<file path="src/sv/cufc_pkg.sv">
package cufc_pkg;

    // fixed-point scaling of the percent results
    localparam int FRAC_BITS = 8;
    localparam int SCALE     = 100 << FRAC_BITS;
    localparam int SCALE_W   = $clog2(SCALE + 1);

    // datapath widths
    localparam int CNT_W   = 64;
    localparam int TIME_W  = 63;
    localparam int HALF_W  = 32;
    localparam int PROD_W  = HALF_W + SCALE_W;
    localparam int DVD_W   = CNT_W + SCALE_W;
    localparam int STEP_W  = $clog2(DVD_W);
    localparam int PPCT_W  = 24;
    localparam int SPCT_W  = 15;
    localparam int QUO_W   = PPCT_W + 1;
    localparam int STAT_W  = 3;

    // channel status codes
    localparam logic [STAT_W-1:0] STAT_NONE    = 3'd0;
    localparam logic [STAT_W-1:0] STAT_BASE    = 3'd1;
    localparam logic [STAT_W-1:0] STAT_RESET   = 3'd2;
    localparam logic [STAT_W-1:0] STAT_INVALID = 3'd3;
    localparam logic [STAT_W-1:0] STAT_VALID   = 3'd4;

    typedef struct packed {
        logic              process_present;
        logic [TIME_W-1:0] process_time_us;
        logic [TIME_W-1:0] wall_time_us;
        logic              system_present;
        logic [CNT_W-1:0]  busy_ticks;
        logic [CNT_W-1:0]  total_ticks;
    } cufc_in_t;

    typedef struct packed {
        logic [STAT_W-1:0] process_status;
        logic [PPCT_W-1:0] process_percent;
        logic [STAT_W-1:0] system_status;
        logic [SPCT_W-1:0] system_percent;
    } cufc_out_t;

    // classified sample handed from front to back
    typedef struct packed {
        logic [STAT_W-1:0] p_status;
        logic [CNT_W-1:0]  p_delta;
        logic [CNT_W-1:0]  p_divisor;
        logic [STAT_W-1:0] s_status;
        logic [CNT_W-1:0]  s_delta;
        logic [CNT_W-1:0]  s_divisor;
    } cufc_job_t;

    typedef enum logic [2:0] {
        BK_IDLE,
        BK_MUL,
        BK_SUM,
        BK_DIV,
        BK_DONE
    } back_state_t;

    typedef struct packed {
        logic pop;
        logic mul;
        logic sum;
        logic div;
        logic out_load;
    } back_ctrl_t;

endpackage

</file>
<file path="src/sv/cufc_front.sv">
module cufc_front import cufc_pkg::*; (
    input  logic      aclk,
    input  logic      aresetn,
    input  logic      s_valid,
    output logic      s_ready,
    input  cufc_in_t  s_data,
    output logic      push_valid,
    input  logic      push_ready,
    output cufc_job_t push_data
);

    logic              have_p_reg, have_p_next;
    logic [TIME_W-1:0] last_p_reg, last_p_next;
    logic [TIME_W-1:0] last_wall_reg, last_wall_next;
    logic              have_s_reg, have_s_next;
    logic [CNT_W-1:0]  last_busy_reg, last_busy_next;
    logic [CNT_W-1:0]  last_total_reg, last_total_next;
    logic              accept;
    logic [CNT_W-1:0]  dbusy;
    logic [CNT_W-1:0]  dtotal;

    assign s_ready    = push_ready;
    assign push_valid = s_valid;
    assign accept     = s_valid && push_ready;

    assign dbusy  = s_data.busy_ticks - last_busy_reg;
    assign dtotal = s_data.total_ticks - last_total_reg;

    // classify the word against the stored snapshots
    always_comb begin
        push_data.p_delta   = {1'b0, s_data.process_time_us - last_p_reg};
        push_data.p_divisor = {1'b0, s_data.wall_time_us - last_wall_reg};
        push_data.s_delta   = dbusy;
        push_data.s_divisor = dtotal;

        if (!s_data.process_present) begin
            push_data.p_status = STAT_NONE;
        end else if (!have_p_reg) begin
            push_data.p_status = STAT_BASE;
        end else if (s_data.process_time_us < last_p_reg) begin
            push_data.p_status = STAT_RESET;
        end else if (s_data.wall_time_us <= last_wall_reg) begin
            push_data.p_status = STAT_INVALID;
        end else begin
            push_data.p_status = STAT_VALID;
        end

        if (!s_data.system_present) begin
            push_data.s_status = STAT_NONE;
        end else if (!have_s_reg) begin
            push_data.s_status = STAT_BASE;
        end else if (s_data.busy_ticks < last_busy_reg ||
                     s_data.total_ticks < last_total_reg) begin
            push_data.s_status = STAT_RESET;
        end else if (dtotal == '0 || dbusy > dtotal) begin
            push_data.s_status = STAT_INVALID;
        end else begin
            push_data.s_status = STAT_VALID;
        end
    end

    // snapshot update
    always_comb begin
        have_p_next     = have_p_reg;
        last_p_next     = last_p_reg;
        last_wall_next  = last_wall_reg;
        have_s_next     = have_s_reg;
        last_busy_next  = last_busy_reg;
        last_total_next = last_total_reg;
        if (accept && s_data.process_present) begin
            have_p_next    = 1'b1;
            last_p_next    = s_data.process_time_us;
            last_wall_next = s_data.wall_time_us;
        end
        if (accept && s_data.system_present) begin
            have_s_next     = 1'b1;
            last_busy_next  = s_data.busy_ticks;
            last_total_next = s_data.total_ticks;
        end
    end

    always_ff @(posedge aclk) begin
        if (!aresetn) begin
            have_p_reg     <= 1'b0;
            last_p_reg     <= '0;
            last_wall_reg  <= '0;
            have_s_reg     <= 1'b0;
            last_busy_reg  <= '0;
            last_total_reg <= '0;
        end else begin
            have_p_reg     <= have_p_next;
            last_p_reg     <= last_p_next;
            last_wall_reg  <= last_wall_next;
            have_s_reg     <= have_s_next;
            last_busy_reg  <= last_busy_next;
            last_total_reg <= last_total_next;
        end
    end

endmodule

</file>
<file path="src/sv/cufc_queue.sv">
module cufc_queue import cufc_pkg::*; (
    input  logic      aclk,
    input  logic      aresetn,
    input  logic      push_valid,
    output logic      push_ready,
    input  cufc_job_t push_data,
    output logic      pop_valid,
    input  logic      pop_ready,
    output cufc_job_t pop_data
);

    cufc_job_t  mem_reg [2];
    logic       wr_ptr_reg, wr_ptr_next;
    logic       rd_ptr_reg, rd_ptr_next;
    logic [1:0] count_reg, count_next;
    logic       do_push;
    logic       do_pop;

    assign push_ready = count_reg != 2'd2;
    assign pop_valid  = count_reg != 2'd0;
    assign pop_data   = mem_reg[rd_ptr_reg];
    assign do_push    = push_valid && push_ready;
    assign do_pop     = pop_valid && pop_ready;

    // pointer and fill tracking
    always_comb begin
        wr_ptr_next = do_push ? !wr_ptr_reg : wr_ptr_reg;
        rd_ptr_next = do_pop ? !rd_ptr_reg : rd_ptr_reg;
        count_next  = count_reg;
        if (do_push && !do_pop) begin
            count_next = count_reg + 2'd1;
        end else if (do_pop && !do_push) begin
            count_next = count_reg - 2'd1;
        end
    end

    always_ff @(posedge aclk) begin
        if (!aresetn) begin
            wr_ptr_reg <= 1'b0;
            rd_ptr_reg <= 1'b0;
            count_reg  <= 2'd0;
        end else begin
            wr_ptr_reg <= wr_ptr_next;
            rd_ptr_reg <= rd_ptr_next;
            count_reg  <= count_next;
        end
    end

    // entry storage
    always_ff @(posedge aclk) begin
        if (do_push) begin
            mem_reg[wr_ptr_reg] <= push_data;
        end
    end

endmodule

</file>
<file path="src/sv/cufc_back.sv">
module cufc_back import cufc_pkg::*; (
    input  logic      aclk,
    input  logic      aresetn,
    input  logic      pop_valid,
    output logic      pop_ready,
    input  cufc_job_t pop_data,
    output logic      m_valid,
    input  logic      m_ready,
    output cufc_out_t m_data
);

    back_state_t       state_reg, state_next;
    back_ctrl_t        ctrl;
    cufc_job_t         job_reg;
    logic              phase_reg;
    logic [PROD_W-1:0] prod_lo_reg;
    logic [PROD_W-1:0] prod_hi_reg;
    logic [DVD_W-1:0]  dvd_reg;
    logic [CNT_W-1:0]  rem_reg, rem_next;
    logic [QUO_W-1:0]  quo_reg, quo_next;
    logic [STEP_W-1:0] step_reg;
    logic [PPCT_W-1:0] ppct_reg;
    logic [SPCT_W-1:0] spct_reg;
    logic              m_valid_reg;
    cufc_out_t         m_data_reg;
    logic [CNT_W-1:0]  operand;
    logic [CNT_W-1:0]  divisor;
    logic [CNT_W:0]    rem_shift;
    logic              ge;
    logic [QUO_W:0]    quo_shift;
    logic              div_last;
    logic              out_free;

    assign operand   = phase_reg ? job_reg.s_delta : job_reg.p_delta;
    assign divisor   = phase_reg ? job_reg.s_divisor : job_reg.p_divisor;
    assign div_last  = step_reg == STEP_W'(DVD_W - 1);
    assign out_free  = !m_valid_reg || m_ready;
    assign m_valid   = m_valid_reg;
    assign m_data    = m_data_reg;
    assign pop_ready = ctrl.pop;

    // one restoring division step, quotient held saturated above the process limit
    always_comb begin
        rem_shift = {rem_reg, dvd_reg[DVD_W-1]};
        ge        = rem_shift >= {1'b0, divisor};
        rem_next  = ge ? CNT_W'(rem_shift - {1'b0, divisor}) : rem_shift[CNT_W-1:0];
        quo_shift = {quo_reg, ge};
        if (quo_shift[QUO_W:PPCT_W] != '0) begin
            quo_next = {1'b1, {PPCT_W{1'b0}}};
        end else begin
            quo_next = quo_shift[QUO_W-1:0];
        end
    end

    // next state
    always_comb begin
        state_next = state_reg;
        case (state_reg)
            BK_IDLE: begin
                if (pop_valid) begin
                    if (pop_data.p_status == STAT_VALID || pop_data.s_status == STAT_VALID) begin
                        state_next = BK_MUL;
                    end else begin
                        state_next = BK_DONE;
                    end
                end
            end
            BK_MUL: begin
                state_next = BK_SUM;
            end
            BK_SUM: begin
                state_next = BK_DIV;
            end
            BK_DIV: begin
                if (div_last) begin
                    if (!phase_reg && job_reg.s_status == STAT_VALID) begin
                        state_next = BK_MUL;
                    end else begin
                        state_next = BK_DONE;
                    end
                end
            end
            BK_DONE: begin
                if (out_free) begin
                    state_next = BK_IDLE;
                end
            end
            default: begin
                state_next = BK_IDLE;
            end
        endcase
    end

    // control decode
    always_comb begin
        ctrl = '0;
        case (state_reg)
            BK_IDLE: ctrl.pop      = 1'b1;
            BK_MUL:  ctrl.mul      = 1'b1;
            BK_SUM:  ctrl.sum      = 1'b1;
            BK_DIV:  ctrl.div      = 1'b1;
            BK_DONE: ctrl.out_load = out_free;
            default: ctrl = '0;
        endcase
    end

    always_ff @(posedge aclk) begin
        if (!aresetn) begin
            state_reg   <= BK_IDLE;
            m_valid_reg <= 1'b0;
        end else begin
            state_reg <= state_next;
            if (ctrl.out_load) begin
                m_valid_reg <= 1'b1;
            end else if (m_ready) begin
                m_valid_reg <= 1'b0;
            end
        end
    end

    // shared scale and divide datapath
    always_ff @(posedge aclk) begin
        if (ctrl.pop && pop_valid) begin
            job_reg   <= pop_data;
            phase_reg <= pop_data.p_status != STAT_VALID;
            ppct_reg  <= '0;
            spct_reg  <= '0;
        end
        if (ctrl.mul) begin
            prod_lo_reg <= PROD_W'(operand[HALF_W-1:0]) * PROD_W'(SCALE);
            prod_hi_reg <= PROD_W'(operand[CNT_W-1:HALF_W]) * PROD_W'(SCALE);
        end
        if (ctrl.sum) begin
            dvd_reg  <= DVD_W'(prod_lo_reg) + {prod_hi_reg, {HALF_W{1'b0}}};
            rem_reg  <= '0;
            quo_reg  <= '0;
            step_reg <= '0;
        end
        if (ctrl.div) begin
            dvd_reg  <= {dvd_reg[DVD_W-2:0], 1'b0};
            rem_reg  <= rem_next;
            quo_reg  <= quo_next;
            step_reg <= step_reg + STEP_W'(1);
            if (div_last) begin
                if (phase_reg) begin
                    spct_reg <= quo_next[SPCT_W-1:0];
                end else begin
                    ppct_reg  <= quo_next[PPCT_W] ? {PPCT_W{1'b1}} : quo_next[PPCT_W-1:0];
                    phase_reg <= 1'b1;
                end
            end
        end
        if (ctrl.out_load) begin
            m_data_reg.process_status  <= job_reg.p_status;
            m_data_reg.process_percent <= ppct_reg;
            m_data_reg.system_status   <= job_reg.s_status;
            m_data_reg.system_percent  <= spct_reg;
        end
    end

endmodule

</file>
<file path="src/sv/cpu_utilization_from_counters.sv">
// CPU utilization from cumulative counters. Each input word carries an optional
// process CPU time, optional system busy/total tick counters and a wall time; each
// word gives exactly one result word with a status and a percent (8 fraction bits,
// truncated) per channel. A front stage classifies the word against the stored
// snapshots combinationally and pushes it into a two-entry queue; the back stage
// runs one shared scale-and-divide unit: per channel that reports valid it steps
// through the scaling multiply (BK_MUL), the partial-product sum (BK_SUM) and a
// bit-serial restoring division (BK_DIV), then loads the result register in
// BK_DONE once it is free. The back-stage divider sets the sustained rate; the
// back stage works on one word at a time. The front keeps accepting up to two words
// ahead while the back stage is busy or a result waits on m_ready.
module cpu_utilization_from_counters import cufc_pkg::*; (
    input  logic      aclk,
    input  logic      aresetn,
    input  logic      s_valid,
    output logic      s_ready,
    input  cufc_in_t  s_data,
    output logic      m_valid,
    input  logic      m_ready,
    output cufc_out_t m_data
);

    logic      push_valid;
    logic      push_ready;
    cufc_job_t push_data;
    logic      pop_valid;
    logic      pop_ready;
    cufc_job_t pop_data;

    // classification and snapshot state
    cufc_front u_front (
        .aclk       (aclk),
        .aresetn    (aresetn),
        .s_valid    (s_valid),
        .s_ready    (s_ready),
        .s_data     (s_data),
        .push_valid (push_valid),
        .push_ready (push_ready),
        .push_data  (push_data)
    );

    // decoupling queue
    cufc_queue u_queue (
        .aclk       (aclk),
        .aresetn    (aresetn),
        .push_valid (push_valid),
        .push_ready (push_ready),
        .push_data  (push_data),
        .pop_valid  (pop_valid),
        .pop_ready  (pop_ready),
        .pop_data   (pop_data)
    );

    // scale, divide and result register
    cufc_back u_back (
        .aclk      (aclk),
        .aresetn   (aresetn),
        .pop_valid (pop_valid),
        .pop_ready (pop_ready),
        .pop_data  (pop_data),
        .m_valid   (m_valid),
        .m_ready   (m_ready),
        .m_data    (m_data)
    );

    // percent fields are zero unless the channel reports valid
    assert property (@(posedge aclk) disable iff (!aresetn)
        m_valid && m_data.process_status != STAT_VALID |-> m_data.process_percent == '0)
        else $error("process percent set on a non-valid status");

    assert property (@(posedge aclk) disable iff (!aresetn)
        m_valid && m_data.system_status != STAT_VALID |-> m_data.system_percent == '0)
        else $error("system percent set on a non-valid status");

    // system share never exceeds one hundred percent
    assert property (@(posedge aclk) disable iff (!aresetn)
        m_valid |-> m_data.system_percent <= SPCT_W'(SCALE))
        else $error("system percent above full scale");

endmodule
</file>
<file path="config.mk">
export PLATFORM = sky130hd
export DESIGN_NAME = cpu_utilization_from_counters
export DESIGN_NICKNAME = d
export VERILOG_FILES = /design/src/sv/cufc_pkg.sv /design/src/sv/cufc_front.sv /design/src/sv/cufc_queue.sv /design/src/sv/cufc_back.sv /design/src/sv/cpu_utilization_from_counters.sv
export SDC_FILE = /design/constraint.sdc
export NUM_CORES = 2
export LEC_CHECK = 0
export BUFFER_PORTS_ARGS = -buffer_cell sky130_fd_sc_hd__buf_2
export CORE_ASPECT_RATIO = 1.25
export CORE_MARGIN = 3
export CORE_UTILIZATION = 30
export DETAILED_ROUTE_END_ITERATION = 8
export PLACE_DENSITY_LB_ADDON = 0.1
export SYNTH_ARGS = -nofsm -noshare
export SYNTH_HDL_FRONTEND = slang
export SYNTH_SLANG_ARGS = --single-unit
export TNS_END_PERCENT = 20
</file>
<file path="constraint.sdc">
create_clock -name aclk -period 12.54 [get_ports aclk]
set_input_delay 0.627 -clock aclk [delete_from_list [all_inputs] [get_ports aclk]]
set_output_delay 0.627 -clock aclk [all_outputs]
set_load 0.005 [all_outputs]
</file>
==> impl_metrics.py <==
metrics = {
    "run_status": {
        "status": "complete, but fails checks",
        "violations": "capacitance limit, slew limit",
    },
    "sta": {
        "skew_ns": 0.0479,
        "worst_pin_slew_ns": 1.52,
        "min_period_ns": 7.12,
        "grt_setup_unrepaired": "false",
        "relSlewSlack": -0.0249,
        "layout_setup_ws_ns": 5.42,
        "hold_viol_final": 0,
        "max_freq_ghz": 0.141,
        "whs_ns": 0.0799,
        "fin_crit_sh": 0.568,
        "fin_tns_setup_ns": 0,
        "maxSlewViolCount": 2,
        "finalSetupViolations": 0,
    },
    "finish": {
        "stdcell_area_um2": 87900,
        "syn_to_final_growth_pct": 14.2,
        "fin_nets": 8436,
        "drive_above_1_share": 0.127,
        "largest_reg_flops": 520,
    },
    "yosys": {
        "syn_avg_cell_area_um2": 10.6,
        "synth_top_area_share": 0.415,
        "syn_area_um2": 77000,
        "synth-edff-count": 1064,
        "yosys_most_used_dff": "edfxtp_1",
        "ys_types": 102,
        "seq_area_frac_synth": 0.494,
        "async_flop_share": 0,
        "syn_nets": 8152,
        "synth_area_leaders": "edfxtp_1 42%, ha_1 9.6%, dfxtp_1 7.9%",
        "netlist_instances": 7241,
        "ys.warnings.count": 0,
        "synth_top_area_cell": "edfxtp_1",
        "ys_seq_elements": 1369,
    },
    "cts": {
        "tritoncts": "built",
        "numCtsBuffers": 169,
        "htree_levels": 4,
        "postCtsSetupRepairBufs": 0,
        "clock_sinks": 1369,
        "clk_latency_ns": 0.83,
        "cts.path.max_buffers": 4,
        "clkSlewWorstSetupHoldPaths_ns": 0.06,
        "ctsRootBufferMaster": "clkbuf_16",
    },
    "detailed_routing": {
        "routedWlPerCell_um": 20.0,
        "drt_iter0_markers": 2899,
        "vias": 53100,
        "drcViolationCount": 0,
        "antenna_left": 0,
        "drtPass1Iterations": 6,
        "wirelength_um": 220000,
        "viasPerCell": 4.83,
    },
    "pwr": {
        "power.leakage_nw": 33.8,
        "p_total_w": 0.0263,
        "ir_drop_mv": 0.389,
        "power_density_nw_per_um2": 300,
    },
    "worst_setup_path": {
        "worstPathArrival_ns": 7.68,
        "crit_path_start_kind": "register",
        "endpoint_kind": "register",
        "critical_path_peak_fanout": 3,
        "crit_type": "reg2reg",
        "cp.required_ns": 13.11,
    },
    "place": {
        "place_area_um2": 82200,
        "preCtsSetupSlack_ns": 4.96,
        "io_buffers": 306,
        "dp_hpwl_um": 163000,
        "gp_congestion": 0.840,
    },
    "floorplanning": {
        "fp.dieW_um": 459,
        "die_h_um": 572,
        "rows": 207,
        "die-area_um2": 263000,
        "start_util": 0.302,
        "coreArea_um2": 255000,
        "io_pins": 307,
    },
    "hold_path": {
        "hp-class": "in2reg",
    },
    "global_routing": {
        "grt_pass1_vias": 53600,
        "antenna_found_initial": 24,
        "grt_usage": 0.164,
        "overflow": 0,
        "grt_pass1_wl_um": 333000,
        "grt_start_max_net_pins": 132,
    },
    "job": {
        "max-cap-violations": 1,
    },
}
-- per-layer routing --
| metal | up-vias | global-route usage | wire (um) |
|---|---|---|---|
| met5 | - | 0 | 43 |
| met4 | 6 | 0.0451 | 5620 |
| met3 | 295 | 0.0216 | 8860 |
| met2 | 909 | 0.283 | 107000 |
| met1 | 25600 | 0.215 | 98800 |
| li1 | 26300 | - | - |
-- repair_timing --
| action | CTS | global route |
|---|---|---|
| hold buffers | 22 | 0 |
| endpoints found under the hold margin | 22 | 0 |
| gates resized for setup | 0 | 0 |
-- Yosys cell counts, types with 9 or more instances --
master,instances
a211o_1,9
a211oi_1,40
a21boi_0,266
a21o_1,214
a21oi_1,456
a221oi_1,10
a31oi_1,30
and2_1,26
and3_1,66
and4_1,13
buf_1,14
buf_2,17
clkbuf_1,226
dfxtp_1,305
edfxtp_1,1064
fa_1,60
ha_1,591
inv_1,691
mux2_2,274
mux2i_1,115
nand2_1,1001
nand2b_1,72
nand3_1,119
nand4_1,97
nor2_1,268
nor2b_1,71
nor3_1,88
nor4_1,19
o2111ai_1,14
o211ai_1,16
o21a_1,58
o21ai_0,247
o21ai_1,22
o21bai_1,54
o31a_1,12
o31ai_1,26
o41ai_1,9
or2_2,12
or3_1,21
xnor2_1,229
xor2_1,151
-- worst max-delay path: stages, from the launching register on --
cell,delay [ns]
dfxtp_1,0.34
ha_1,0.18
inv_1,0.06
fa_1,0.40
a21oi_1,0.20
nand4b_1,0.16
nand3_1,0.16
nand3_1,0.14
a21oi_1,0.18
a211oi_1,0.78
nor2_1,0.11
nand2_1,0.21
o21ai_0,0.19
a21o_1,0.21
a21oi_1,0.17
xnor2_1,0.15
ha_1,0.33
nand4_1,0.15
nor4_1,0.70
nand3_1,0.49
a21oi_1,0.70
o41ai_1,0.22
a21oi_1,0.23
a41oi_2,0.09
and4b_1,0.29
-- cells by family after synthesis --
kind of cell,synth area share
adder cells (fa/ha/maj),0.112
AND/OR/NAND/NOR,0.112
buffers and inverters,0.0469
flip-flops,0.494
XOR/XNOR,0.0435
multiplexers,0.0550
AO/OA/AOI/OAI,0.137
-- where the power goes --
part           internal (W)  switching (W)  leakage [nW]
logic               0.00584        0.00819          18.7
registers           0.00695       0.000493          12.4
clock network       0.00290        0.00197          2.66
total                0.0157         0.0107          33.8
-- placed cells by master (no fill, tap or decap), drive strengths merged, types with 45 or more instances in the layout --
master	n
inv	694
a211oi	45
a21boi	269
xor2	151
clkinv	55
nand3	119
o21ai	274
nand2	1001
nor3	92
o21bai	54
xnor2	230
edfxtp	1064
nor2	268
buf	350
clkbuf	219
nand2b	72
mux2i	115
a21oi	462
fa	60
o21a	58
mux2	274
and3	66
dfxtp	305
a21o	214
nand4	97
ha	591
nor2b	72
-- path summary, 6_finish.rpt --
path | cells after the start | from | slack [ns] | end
setup / recovery | 24 | u_front.last_busy_reg[0] | 5.42 | u_queue.mem_reg[0][130]
hold / removal | 3 | s_data[252] | 0.08 | u_front.last_p_reg[60]
setup reg to reg | 24 | u_front.last_busy_reg[0] | 5.42 | u_queue.mem_reg[0][130]
hold reg to reg | 0 | u_back.ppct_reg[7] | 0.40 | u_back.m_data[25]
-- metrics by stage --
| stage | utilization | std cells |
|---|---|---|
| after floorplan | - | 7241 |
| after CTS | 0.345 | 11000 |
| final | 0.345 | 11000 |
| after detailed placement | 0.322 | 10700 |
| after global routing | 0.345 | 11000 |
| after global placement | 0.322 | 10700 |
-- cell type report --
type / instances / area, um^2
Fill cell: 25900 / 167000
Sequential cell: 1369 / 38100
Multi-Input combinational cell: 4920 / 35400
Clock buffer: 218 / 4640
Tap cell: 3344 / 4180
Inverter: 692 / 2610
Timing Repair Buffer: 373 / 2120
Clock inverter: 82 / 830
Antenna cell: 6 / 15.0
No activity file was read; power rests on OpenSTA's default activity.
